**config.mk**
```make
export PLATFORM = sky130hd
export DESIGN_NAME = conditional_nesting_stack
export DESIGN_NICKNAME = d
export VERILOG_FILES = /design/src/cns_pkg.sv /design/src/cns_ram.sv /design/src/cns_eval.sv /design/src/conditional_nesting_stack.sv
export SDC_FILE = /design/constraint.sdc
export NUM_CORES = 2
export LEC_CHECK = 0
export ABC_CLOCK_PERIOD_IN_PS = 4800
export CORE_MARGIN = 1
export CORE_UTILIZATION = 30
export DETAILED_ROUTE_END_ITERATION = 7
export DONT_BUFFER_PORTS = 1
export PLACE_DENSITY_LB_ADDON = 0.15
export SYNTH_ARGS = -nofsm -noshare
export SYNTH_HDL_FRONTEND = slang
export SYNTH_SLANG_ARGS = --single-unit
```
**constraint.sdc**
```tcl
create_clock -name i_clk -period 4.8 [get_ports i_clk]
set_input_delay 0.24 -clock i_clk [delete_from_list [all_inputs] [get_ports i_clk]]
set_output_delay 0.24 -clock i_clk [all_outputs]
set_load 0.02 [all_outputs]
```
**src/cns_pkg.sv**
```systemverilog
// Package for the conditional nesting stack.
// Item, result and stack entry types, directive and error codes.
// No dependencies.
`default_nettype none

package cns_pkg;

    typedef enum logic [2:0] {
        K_IF       = 3'd0,
        K_ELSE     = 3'd1,
        K_ENDIF    = 3'd2,
        K_SWITCH   = 3'd3,
        K_CASE     = 3'd4,
        K_ELSECASE = 3'd5,
        K_ENDCASE  = 3'd6,
        K_RESTORE  = 3'd7
    } t_kind;

    typedef enum logic [2:0] {
        CS_IF       = 3'd0,
        CS_ELSE     = 3'd1,
        CS_SWITCH   = 3'd2,
        CS_CASE     = 3'd3,
        CS_CASEELSE = 3'd4
    } t_cons;

    typedef enum logic [2:0] {
        E_NONE      = 3'd0,
        E_MISSING   = 3'd1,
        E_WRONG     = 3'd2,
        E_NOHIT     = 3'd3,
        E_FIRSTPASS = 3'd4,
        E_ARGS      = 3'd5,
        E_OVERFLOW  = 3'd6
    } t_err;

    typedef enum logic [1:0] {
        ST_IDLE,
        ST_RESTORE,
        ST_LOAD
    } t_state;

    localparam logic [1:0] LM_ALWAYS = 2'd0;
    localparam logic [1:0] LM_NEVER  = 2'd1;
    localparam logic [1:0] LM_INACT  = 2'd2;
    localparam logic [1:0] LM_ACT    = 2'd3;

    localparam logic [1:0] LIST_MODE_RESET = LM_NEVER;
    localparam int         NUM_CAND        = 4;

    typedef struct packed {
        logic [2:0]         kind;
        logic [3:0]         arg_count;
        logic               test_bit;
        logic               negate;
        logic [3:0]         unknown_mask;
        logic signed [31:0] value_a;
        logic signed [31:0] value_b;
        logic signed [31:0] value_c;
        logic signed [31:0] value_d;
        logic [15:0]        line_number;
        logic [6:0]         restore_level;
    } t_item;

    typedef struct packed {
        logic        assemble_enable;
        logic        list_active;
        logic        list_suppress;
        logic        shown_valid;
        logic        shown_value;
        logic [2:0]  error_code;
        logic [6:0]  nest_level;
        logic        closed_valid;
        logic [15:0] closed_line;
    } t_result;

    typedef struct packed {
        logic        saved_en;
        logic        found;
        t_cons       cons;
        logic [31:0] sw_value;
        logic [15:0] line;
    } t_entry;

    typedef struct packed {
        logic wr_top;
        logic push;
        logic pop;
    } t_stack_op;

    function automatic logic f_suppress(input logic [1:0] mode, input logic act,
                                        input logic en);
        logic sup;
        case (mode)
            LM_ALWAYS: sup = 1'b1;
            LM_NEVER:  sup = 1'b0;
            LM_INACT:  sup = !act && !en;
            LM_ACT:    sup = act || !en;
            default:   sup = 1'b0;
        endcase
        return sup;
    endfunction

endpackage

`default_nettype wire

```
**src/cns_ram.sv**
```systemverilog
// Generic simple dual-port RAM, one write and one registered read port.
// No dependencies.
`default_nettype none

module cns_ram #(
    parameter int WIDTH = 8,
    parameter int DEPTH = 16
) (
    input  wire logic                     i_clk,
    input  wire logic                     i_we,
    input  wire logic [$clog2(DEPTH)-1:0] i_waddr,
    input  wire logic [WIDTH-1:0]         i_wdata,
    input  wire logic [$clog2(DEPTH)-1:0] i_raddr,
    output logic      [WIDTH-1:0]         o_rdata
);

    logic [WIDTH-1:0] r_mem [DEPTH];

    always_ff @(posedge i_clk) begin
        if (i_we) begin
            r_mem[i_waddr] <= i_wdata;
        end
        o_rdata <= r_mem[i_raddr];
    end

endmodule

`default_nettype wire

```
**src/cns_eval.sv**
```systemverilog
// Directive evaluation against the cached top entry and the enable flags.
// Depends on cns_pkg.
`default_nettype none

module cns_eval #(
    parameter int CASE_VALUES = 4
) (
    input  wire cns_pkg::t_item     i_item,
    input  wire cns_pkg::t_entry    i_top,
    input  wire logic               i_top_valid,
    input  wire logic               i_full,
    input  wire logic               i_enable,
    input  wire logic               i_active,
    input  wire logic [1:0]         i_list_mode,
    output cns_pkg::t_stack_op      o_op,
    output cns_pkg::t_entry         o_entry,
    output logic                    o_enable,
    output logic                    o_active,
    output cns_pkg::t_result        o_res
);
    import cns_pkg::*;

    logic [NUM_CAND-1:0][31:0] vals;
    logic [NUM_CAND-1:0]       hit;
    logic [NUM_CAND-1:0]       in_lim;

    always_comb begin
        vals[0] = i_item.value_a;
        vals[1] = i_item.value_b;
        vals[2] = i_item.value_c;
        vals[3] = i_item.value_d;
        for (int i = 0; i < NUM_CAND; i++) begin
            hit[i] = (i_item.unknown_mask[i] ? 32'd1 : vals[i]) == i_top.sw_value;
            in_lim[i] = (4'(i) < i_item.arg_count) && (i < CASE_VALUES);
        end
    end

    always_comb begin
        logic       expr;
        logic       eq;
        logic       fp;
        logic       en;
        logic       act;
        logic       sv;
        logic       sval;
        logic       cv;
        logic [15:0] cline;
        t_err       err;
        logic       is_if;
        logic       is_sw;

        expr  = 1'b1;
        eq    = 1'b0;
        fp    = 1'b0;
        en    = i_enable;
        act   = i_active;
        sv    = 1'b0;
        sval  = 1'b0;
        cv    = 1'b0;
        cline = '0;
        err   = E_NONE;
        o_op  = '0;
        o_entry = i_top;
        is_if = i_top_valid && (i_top.cons == CS_IF || i_top.cons == CS_ELSE);
        is_sw = i_top_valid && (i_top.cons == CS_SWITCH || i_top.cons == CS_CASE);

        case (i_item.kind)
            K_IF: begin
                act = i_enable;
                if (i_enable) begin
                    if (i_item.arg_count != 4'd1) begin
                        err = E_ARGS;
                    end else if (i_item.unknown_mask[0]) begin
                        err = E_FIRSTPASS;
                    end else begin
                        expr = i_item.negate ^ i_item.test_bit;
                    end
                    sv   = 1'b1;
                    sval = expr;
                end
                if (!i_full) begin
                    o_op.push = 1'b1;
                    o_entry   = '{saved_en: i_enable, found: expr, cons: CS_IF,
                                  sw_value: '0, line: i_item.line_number};
                    en = i_enable && expr;
                end else begin
                    err = E_OVERFLOW;
                end
            end
            K_ELSE: begin
                if (!i_top_valid || i_top.cons != CS_IF) begin
                    err = E_MISSING;
                end else if (i_item.arg_count == 4'd0) begin
                    if (i_top.saved_en) begin
                        en   = !i_top.found;
                        sv   = 1'b1;
                        sval = !i_top.found;
                    end
                    o_op.wr_top  = 1'b1;
                    o_entry.cons = CS_ELSE;
                end else if (i_item.arg_count == 4'd1) begin
                    if (!i_top.saved_en) begin
                        expr = 1'b1;
                    end else if (i_top.found) begin
                        expr = 1'b0;
                    end else if (i_item.unknown_mask[0]) begin
                        expr = 1'b1;
                        err  = E_FIRSTPASS;
                    end else begin
                        expr = i_item.negate ^ i_item.test_bit;
                    end
                    en = i_top.saved_en && expr && !i_top.found;
                    if (i_top.saved_en) begin
                        sv   = 1'b1;
                        sval = expr;
                    end
                    o_op.wr_top   = 1'b1;
                    o_entry.found = i_top.found || expr;
                end else begin
                    err = E_ARGS;
                end
                act = !i_top_valid || i_top.saved_en;
            end
            K_ENDIF: begin
                if (i_item.arg_count != 4'd0) begin
                    err = E_ARGS;
                end else if (!is_if) begin
                    err = E_MISSING;
                end else begin
                    en       = i_top.saved_en;
                    cv       = 1'b1;
                    cline    = i_top.line;
                    o_op.pop = 1'b1;
                end
                act = en;
            end
            K_SWITCH: begin
                act = i_enable;
                o_entry = '{saved_en: i_enable, found: 1'b0, cons: CS_SWITCH,
                            sw_value: 32'd1, line: i_item.line_number};
                if (i_item.arg_count != 4'd1) begin
                    if (i_enable) begin
                        err = E_ARGS;
                    end
                end else if (i_item.unknown_mask[0]) begin
                    err = E_FIRSTPASS;
                end else begin
                    o_entry.sw_value = vals[0];
                end
                if (!i_full) begin
                    o_op.push = 1'b1;
                end else begin
                    err = E_OVERFLOW;
                end
            end
            K_CASE: begin
                if (!i_top_valid) begin
                    err = E_MISSING;
                end else if (i_item.arg_count == 4'd0) begin
                    err = E_ARGS;
                end else if (!is_sw) begin
                    err = E_WRONG;
                end else begin
                    if (!i_top.saved_en) begin
                        eq = 1'b1;
                    end else if (!i_top.found) begin
                        for (int i = 0; i < NUM_CAND; i++) begin
                            if (in_lim[i] && !eq) begin
                                fp = fp | i_item.unknown_mask[i];
                                eq = hit[i];
                            end
                        end
                        if (fp) begin
                            err = E_FIRSTPASS;
                        end
                    end
                    en = i_top.saved_en && eq && !i_top.found;
                    if (i_top.saved_en) begin
                        sv   = 1'b1;
                        sval = eq && !i_top.found;
                    end
                    o_op.wr_top   = 1'b1;
                    o_entry.found = i_top.found || eq;
                    o_entry.cons  = CS_CASE;
                end
                act = !i_top_valid || i_top.saved_en;
            end
            K_ELSECASE: begin
                if (i_item.arg_count != 4'd0) begin
                    err = E_ARGS;
                end else if (!i_top_valid) begin
                    err = E_MISSING;
                end else if (!is_sw) begin
                    err = E_WRONG;
                end else begin
                    en = i_top.saved_en && !i_top.found;
                    if (i_top.saved_en) begin
                        sv   = 1'b1;
                        sval = !i_top.found;
                    end
                    o_op.wr_top   = 1'b1;
                    o_entry.found = 1'b1;
                    o_entry.cons  = CS_CASEELSE;
                end
                act = !i_top_valid || i_top.saved_en;
            end
            K_ENDCASE: begin
                if (i_item.arg_count != 4'd0) begin
                    err = E_ARGS;
                end else if (!i_top_valid) begin
                    err = E_MISSING;
                end else if (!is_sw && i_top.cons != CS_CASEELSE) begin
                    err = E_WRONG;
                end else begin
                    en = i_top.saved_en;
                    if (!i_top.found) begin
                        err = E_NOHIT;
                    end
                    cv       = 1'b1;
                    cline    = i_top.line;
                    o_op.pop = 1'b1;
                end
                act = en;
            end
            default: begin
            end
        endcase

        o_enable = en;
        o_active = act;
        o_res.assemble_enable = en;
        o_res.list_active     = act;
        o_res.list_suppress   = f_suppress(i_list_mode, act, en);
        o_res.shown_valid     = sv;
        o_res.shown_value     = sv && sval;
        o_res.error_code      = err;
        o_res.nest_level      = '0;
        o_res.closed_valid    = cv;
        o_res.closed_line     = cline;
    end

endmodule

`default_nettype wire

```
**src/conditional_nesting_stack.sv**
```systemverilog
// Top level of the conditional nesting stack: sequencer, depth counter, top cache.
// Depends on cns_pkg, cns_ram and cns_eval.
`default_nettype none

// Tracks assembler conditional directives (if/else/endif, switch/case/endcase,
// restore) with the nesting stack held in a RAM and its top entry cached in a
// register. An item is taken when start is high and busy low; its result shows
// on o_result for one cycle with o_strobe and cannot be held off. Most items
// report in the cycle after they are taken; an endif or endcase that leaves
// entries then stays busy in the load state to read the new top from RAM. A
// restore that pops reads the target level entry in the restore state and, if
// entries remain, the new top in the load state. The list_mode write channel
// is always ready; the user must write it only while the block is idle (unchecked).
module conditional_nesting_stack #(
    parameter int STACK_DEPTH = 64,
    parameter int CASE_VALUES = 4
) (
    input  wire logic             i_clk,
    input  wire logic             i_rst_n,
    input  wire logic             start,
    output logic                  busy,
    input  wire cns_pkg::t_item   i_item,
    output logic                  o_strobe,
    output cns_pkg::t_result      o_result,
    input  wire logic             i_cfg_valid,
    output logic                  o_cfg_ready,
    input  wire logic [1:0]       i_cfg_data
);
    import cns_pkg::*;

    localparam int AW = (STACK_DEPTH > 1) ? $clog2(STACK_DEPTH) : 1;
    localparam int DW = $clog2(STACK_DEPTH + 1);
    localparam int CW = (DW > 7) ? DW : 7;

    t_state      r_state, n_state;
    logic [DW-1:0] r_depth;
    logic [DW-1:0] r_tgt;
    logic        r_enable;
    logic        r_active;
    logic [1:0]  r_list_mode;
    logic        r_strobe;
    t_entry      r_top;
    t_result     r_res;

    t_stack_op   op;
    t_entry      wr_entry;
    logic        ev_enable;
    logic        ev_active;
    t_result     ev_res;
    t_result     acc_res;
    t_result     rest_res;

    logic          accept;
    logic          top_valid;
    logic          full;
    logic          rest_go;
    logic [DW-1:0] tgt;
    logic [DW-1:0] depth_m1;
    logic [DW-1:0] depth_m2;
    logic [DW-1:0] tgt_m1;
    logic [DW-1:0] ev_depth;
    logic          ram_we;
    logic [AW-1:0] ram_waddr;
    logic [AW-1:0] ram_raddr;
    t_entry        ram_rdata;

    assign top_valid = r_depth != '0;
    assign full      = r_depth == DW'(STACK_DEPTH);
    assign accept    = start && !busy;
    assign depth_m1  = r_depth - 1'b1;
    assign depth_m2  = r_depth - DW'(2);
    assign tgt_m1    = r_tgt - 1'b1;
    assign rest_go   = (i_item.kind == K_RESTORE) && top_valid
                       && (CW'(i_item.restore_level) != CW'(r_depth));
    assign tgt       = (CW'(i_item.restore_level) < CW'(r_depth))
                       ? DW'(i_item.restore_level) : '0;
    assign ev_depth  = op.push ? r_depth + 1'b1 : (op.pop ? depth_m1 : r_depth);

    assign ram_we    = accept && (op.push || op.wr_top);
    assign ram_waddr = op.push ? r_depth[AW-1:0] : depth_m1[AW-1:0];
    assign o_cfg_ready = 1'b1;
    assign o_strobe  = r_strobe;
    assign o_result  = r_res;

    cns_eval #(
        .CASE_VALUES (CASE_VALUES)
    ) u_eval (
        .i_item      (i_item),
        .i_top       (r_top),
        .i_top_valid (top_valid),
        .i_full      (full),
        .i_enable    (r_enable),
        .i_active    (r_active),
        .i_list_mode (r_list_mode),
        .o_op        (op),
        .o_entry     (wr_entry),
        .o_enable    (ev_enable),
        .o_active    (ev_active),
        .o_res       (ev_res)
    );

    cns_ram #(
        .WIDTH ($bits(t_entry)),
        .DEPTH (STACK_DEPTH)
    ) u_ram (
        .i_clk   (i_clk),
        .i_we    (ram_we),
        .i_waddr (ram_waddr),
        .i_wdata (wr_entry),
        .i_raddr (ram_raddr),
        .o_rdata (ram_rdata)
    );

    always_comb begin
        acc_res            = ev_res;
        acc_res.nest_level = 7'(ev_depth);
        rest_res                 = '0;
        rest_res.assemble_enable = ram_rdata.saved_en;
        rest_res.list_active     = r_active;
        rest_res.list_suppress   = f_suppress(r_list_mode, r_active, ram_rdata.saved_en);
        rest_res.nest_level      = 7'(r_tgt);
    end

    always_comb begin
        n_state = r_state;
        case (r_state)
            ST_IDLE: begin
                if (accept && rest_go) begin
                    n_state = ST_RESTORE;
                end else if (accept && op.pop && (r_depth > DW'(1))) begin
                    n_state = ST_LOAD;
                end
            end
            ST_RESTORE: begin
                n_state = (r_tgt != '0) ? ST_LOAD : ST_IDLE;
            end
            ST_LOAD: begin
                n_state = ST_IDLE;
            end
            default: begin
                n_state = ST_IDLE;
            end
        endcase
    end

    always_comb begin
        case (r_state)
            ST_IDLE: begin
                busy      = 1'b0;
                ram_raddr = rest_go ? tgt[AW-1:0] : depth_m2[AW-1:0];
            end
            ST_RESTORE: begin
                busy      = 1'b1;
                ram_raddr = tgt_m1[AW-1:0];
            end
            default: begin
                busy      = 1'b1;
                ram_raddr = tgt_m1[AW-1:0];
            end
        endcase
    end

    always_ff @(posedge i_clk) begin
        if (!i_rst_n) begin
            r_state     <= ST_IDLE;
            r_depth     <= '0;
            r_enable    <= 1'b1;
            r_active    <= 1'b0;
            r_list_mode <= LIST_MODE_RESET;
            r_strobe    <= 1'b0;
        end else begin
            r_state  <= n_state;
            r_strobe <= 1'b0;
            if (i_cfg_valid && o_cfg_ready) begin
                r_list_mode <= i_cfg_data;
            end
            case (r_state)
                ST_IDLE: begin
                    if (accept && !rest_go) begin
                        r_enable <= ev_enable;
                        r_active <= ev_active;
                        r_depth  <= ev_depth;
                        r_strobe <= 1'b1;
                    end
                end
                ST_RESTORE: begin
                    r_enable <= ram_rdata.saved_en;
                    r_depth  <= r_tgt;
                    r_strobe <= 1'b1;
                end
                default: begin
                end
            endcase
        end
    end

    always_ff @(posedge i_clk) begin
        case (r_state)
            ST_IDLE: begin
                if (accept) begin
                    r_tgt <= tgt;
                    if (op.push || op.wr_top) begin
                        r_top <= wr_entry;
                    end
                    r_res <= acc_res;
                end
            end
            ST_RESTORE: begin
                r_res <= rest_res;
            end
            ST_LOAD: begin
                r_top <= ram_rdata;
            end
            default: begin
            end
        endcase
    end

    a_depth_bound: assert property (@(posedge i_clk) disable iff (!i_rst_n)
        r_depth <= DW'(STACK_DEPTH))
        else $error("stack depth beyond capacity");

    a_plain_item_reports: assert property (@(posedge i_clk) disable iff (!i_rst_n)
        accept && (i_item.kind != K_RESTORE) |=> o_strobe)
        else $error("non-restore item gave no result on the next cycle");

    a_write_when_idle: assert property (@(posedge i_clk) disable iff (!i_rst_n)
        ram_we |-> (r_state == ST_IDLE))
        else $error("stack write outside an accepted item");

    a_overflow_full: assert property (@(posedge i_clk) disable iff (!i_rst_n)
        o_strobe && (o_result.error_code == E_OVERFLOW) |-> full)
        else $error("overflow reported below capacity");

endmodule

`default_nettype wire

```
==> results.sh <==
export IMPL_synth_seq_area_share_pct=73.47
export IMPL_p_leak_uw=0.06393
export IMPL_drc=38
export IMPL_grt_setup_unrepaired="false"
export IMPL_cts_htree_levels=5
export IMPL_sw_frac_of_total_pct=22.92
export IMPL_io_buffers=0
export IMPL_hold_viol_final=0
export IMPL_required_ns=5.61
export IMPL_wl_per_cell_um=29.80
export IMPL_slew_headroom_pct=8.990
export IMPL_cpMaxStageDelayCell="nor4_4"
export IMPL_seq_power_share_pct=50.2
export IMPL_start_util_pct=30.13
export IMPL_clockPowerShare_pct=42.7
export IMPL_detail_route_antenna_nets=0
export IMPL_fmax_mhz=210.7
export IMPL_cts_root_buf="clkbuf_16"
export IMPL_clock_path_buffers=4
export IMPL_clock_sinks=3551
export IMPL_first_pass_iters=8
export IMPL_path_class="reg -> reg"
export IMPL_dieArea_um2=483500
export IMPL_run_status="finished, violations left"
export IMPL_setup_slack_ns=0.05356
export IMPL_groute_usage_overall_pct=19.38
export IMPL_drv_cap=0
export IMPL_most_common_layout_cells="edfxtp_1, mux2i_1, nand2_1"
export IMPL_max_stage_delay_ns=0.73
export IMPL_rows=254
export IMPL_critPathMaxFanout=19
export IMPL_crit_path_start_kind="flip-flop"
export IMPL_ys_warnings_count=0
export IMPL_grt_pass1_vias=82562
export IMPL_finClkSkew_ns=0.04481
export IMPL_dp_slack_ns=-0.4273
export IMPL_gr_total_overflow=0
export IMPL_vias_per_cell=5.105
export IMPL_fin_tns_setup_ns=0
export IMPL_path_cells="inv_1 -> ha_1 -> o21ai_0 -> o21bai_1 -> nor2_1 -> a311o_1 -> and2_4 -> buf_12 -> buf_4 -> mux2_2 -> o22ai_1 -> nor4_4 -> buf_4 -> nand3_1"
export IMPL_ios=205
export IMPL_violations="DRC"
export IMPL_nNetsFinal=9656
export IMPL_vias=82863
export IMPL_path_delay_family="simple AND/OR/NAND/NOR gates"
export IMPL_pwr_share_comb_pct=7.0
export IMPL_synth_main_ff_cell="edfxtp_1"
export IMPL_insertion_delay_ns=0.97
export IMPL_syn_avg_cell_area_um2=15.99
export IMPL_antenna_found_initial=36
export IMPL_p_per_area_nw_per_um2=405.3
export IMPL_whs_ns=0.07905
export IMPL_hold_class="in -> reg"
export IMPL_worst_pin_slew_ns=1.362
export IMPL_core_um2=478600
export IMPL_hpwl_um=286400
export IMPL_place_congestion=0.8145
export IMPL_wl_um=483800
export IMPL_synth_cells=9020
export IMPL_postCtsSetupBuffers=0
export IMPL_die_y_um=695.4
export IMPL_fin_util_pct=35.65
export IMPL_cp_arrival_ns=5.56
export IMPL_crit_buf_inv=4
export IMPL_cts_tree="built"
export IMPL_critPathCaptureType="flip-flop"
export IMPL_ys_seq_elements=3551
export IMPL_async_reset_ff_share_pct=0
export IMPL_cts_buffers=393
export IMPL_final_common_cell="edfxtp_1"
export IMPL_synth_fp_nets=9205
export IMPL_synth_edff_count=3484
export IMPL_grt_pass1_wl_um=667200
export IMPL_slew_viol_final=0
export IMPL_p_sw_uw=15850
export IMPL_min_period_ns=4.746
export IMPL_area_delta_synth_final_pct=18.30
export IMPL_grt_start_max_net_pins=98
export IMPL_drive_gt1_share_pct=17.08
export IMPL_fin_crit_sh_pct=98.88
export IMPL_first_iter_violations=7224
export IMPL_yosysUniqueCellTypes=78
export IMPL_die_x_um=695.4
export IMPL_p_int_uw=53300
export IMPL_setup_viol_count_final=0
export IMPL_crit_top_cell="buf_4"
export IMPL_syn_cell_area_um2=144200
export IMPL_clkTransAtPathRegs_ns=0.06
export IMPL_ir_drop_mv=0.2932
==> worst register-to-register path: cells and delay by family, from the launching register on <==
family | cells | cell delay, ns
AOI/OAI and AO/OA | 4 | 1.17
adders and majority gates | 1 | 0.35
muxes | 1 | 0.17
DFF | 1 | 0.45
and+or+nand+nor | 4 | 1.44
buffers and inverters | 4 | 1.00
==> metrics by stage <==
step,total power (µW),instances,instance area (µm²)
2_1_floorplan,37920,9020,144200
3_3_place_gp,40190,15402,157200
3_5_place_dp,40250,15411,157300
4_1_cts,69880,16195,170400
5_1_grt,71220,16222,170600
6_report,69150,16232,170600
==> what timing repair did <==
action | 4_1_cts | 5_1_grt
hold endpoints to repair | 1301 | 0
gates cloned | 0 | 1
hold buffers | 64 | 0
setup endpoints to repair | 6 | 27
pin swaps | 0 | 3
gates resized for setup | 8 | 16
==> final cells by class <==
cell class / instances / area, µm²
well taps: 6400 / 8008
clock buffers: 495 / 10530
inverters: 51 / 191.4
flip-flops and latches: 3551 / 106000
diodes: 36 / 90.09
fillers: 45304 / 308000
multi-input cells: 4860 / 36500
repair buffers: 614 / 7353
clock inverters: 225 / 1979
==> sequential cells by signal, indices dropped and copies added, names as in the netlist <==
signal         cells
o_result          32
o_strobe           1
r_active           1
r_depth            7
r_enable           1
r_list_mode        2
r_state            2
r_tgt              7
r_top             53
u_ram.o_rdata     53
u_ram.r_mem     3392
==> metal layers <==
metal	vias to the layer above	track usage (%)	wire length (µm)
met1	43906	25.95	211600
li1	36242	-	-
met4	6	4.727	11700
met5	-	0	41
met3	511	2.261	20990
met2	2198	33.44	239400
==> logic make-up after synthesis <==
group / synth area share, %
multiplexers: 12.28
AND/OR/NAND/NOR: 6.760
XOR/XNOR: 0.3644
buffers and inverters: 1.889
adder cells (fa/ha/maj): 0.1301
AO/OA/AOI/OAI: 5.103
flip-flops: 73.47
other: 0.002600
==> cells in the mapped netlist, drive strengths merged, types with 102 or more instances <==
cell type | n | area, µm²
mux2i | 1331 | 13320
nor4 | 119 | 750.7
and3 | 444 | 2778
buf | 253 | 1385
nand2 | 1040 | 3906
o22ai | 168 | 1051
a31oi | 102 | 644.4
a211oi | 370 | 2778
nor2 | 192 | 723.2
edfxtp | 3484 | 104600
mux2 | 390 | 4392
clkbuf | 306 | 1149
==> final timing paths <==
check                                        from                end  slack (ns)  depth (start not counted)
worst max register to register         r_depth[5]  u_ram.o_rdata[20]        0.05                         14
worst min register to register  u_ram.o_rdata[29]          r_top[29]        0.54                          1
worst min-delay path                  i_item[159]       o_result[26]        0.08                          6
worst max-delay path                   r_depth[5]  u_ram.o_rdata[20]        0.05                         14
==> power by group through the flow <==
stage / Clock, µW / Sequential [µW] / Combinational (µW)
2_1_floorplan: 0 / 35100 / 2770
3_3_place_gp: 0 / 35400 / 4800
3_5_place_dp: 0 / 35400 / 4850
4_1_cts: 30200 / 34700 / 4930
5_1_grt: 31300 / 34700 / 5170
6_report: 29600 / 34700 / 4870
Power figures use the tool's default switching activity.
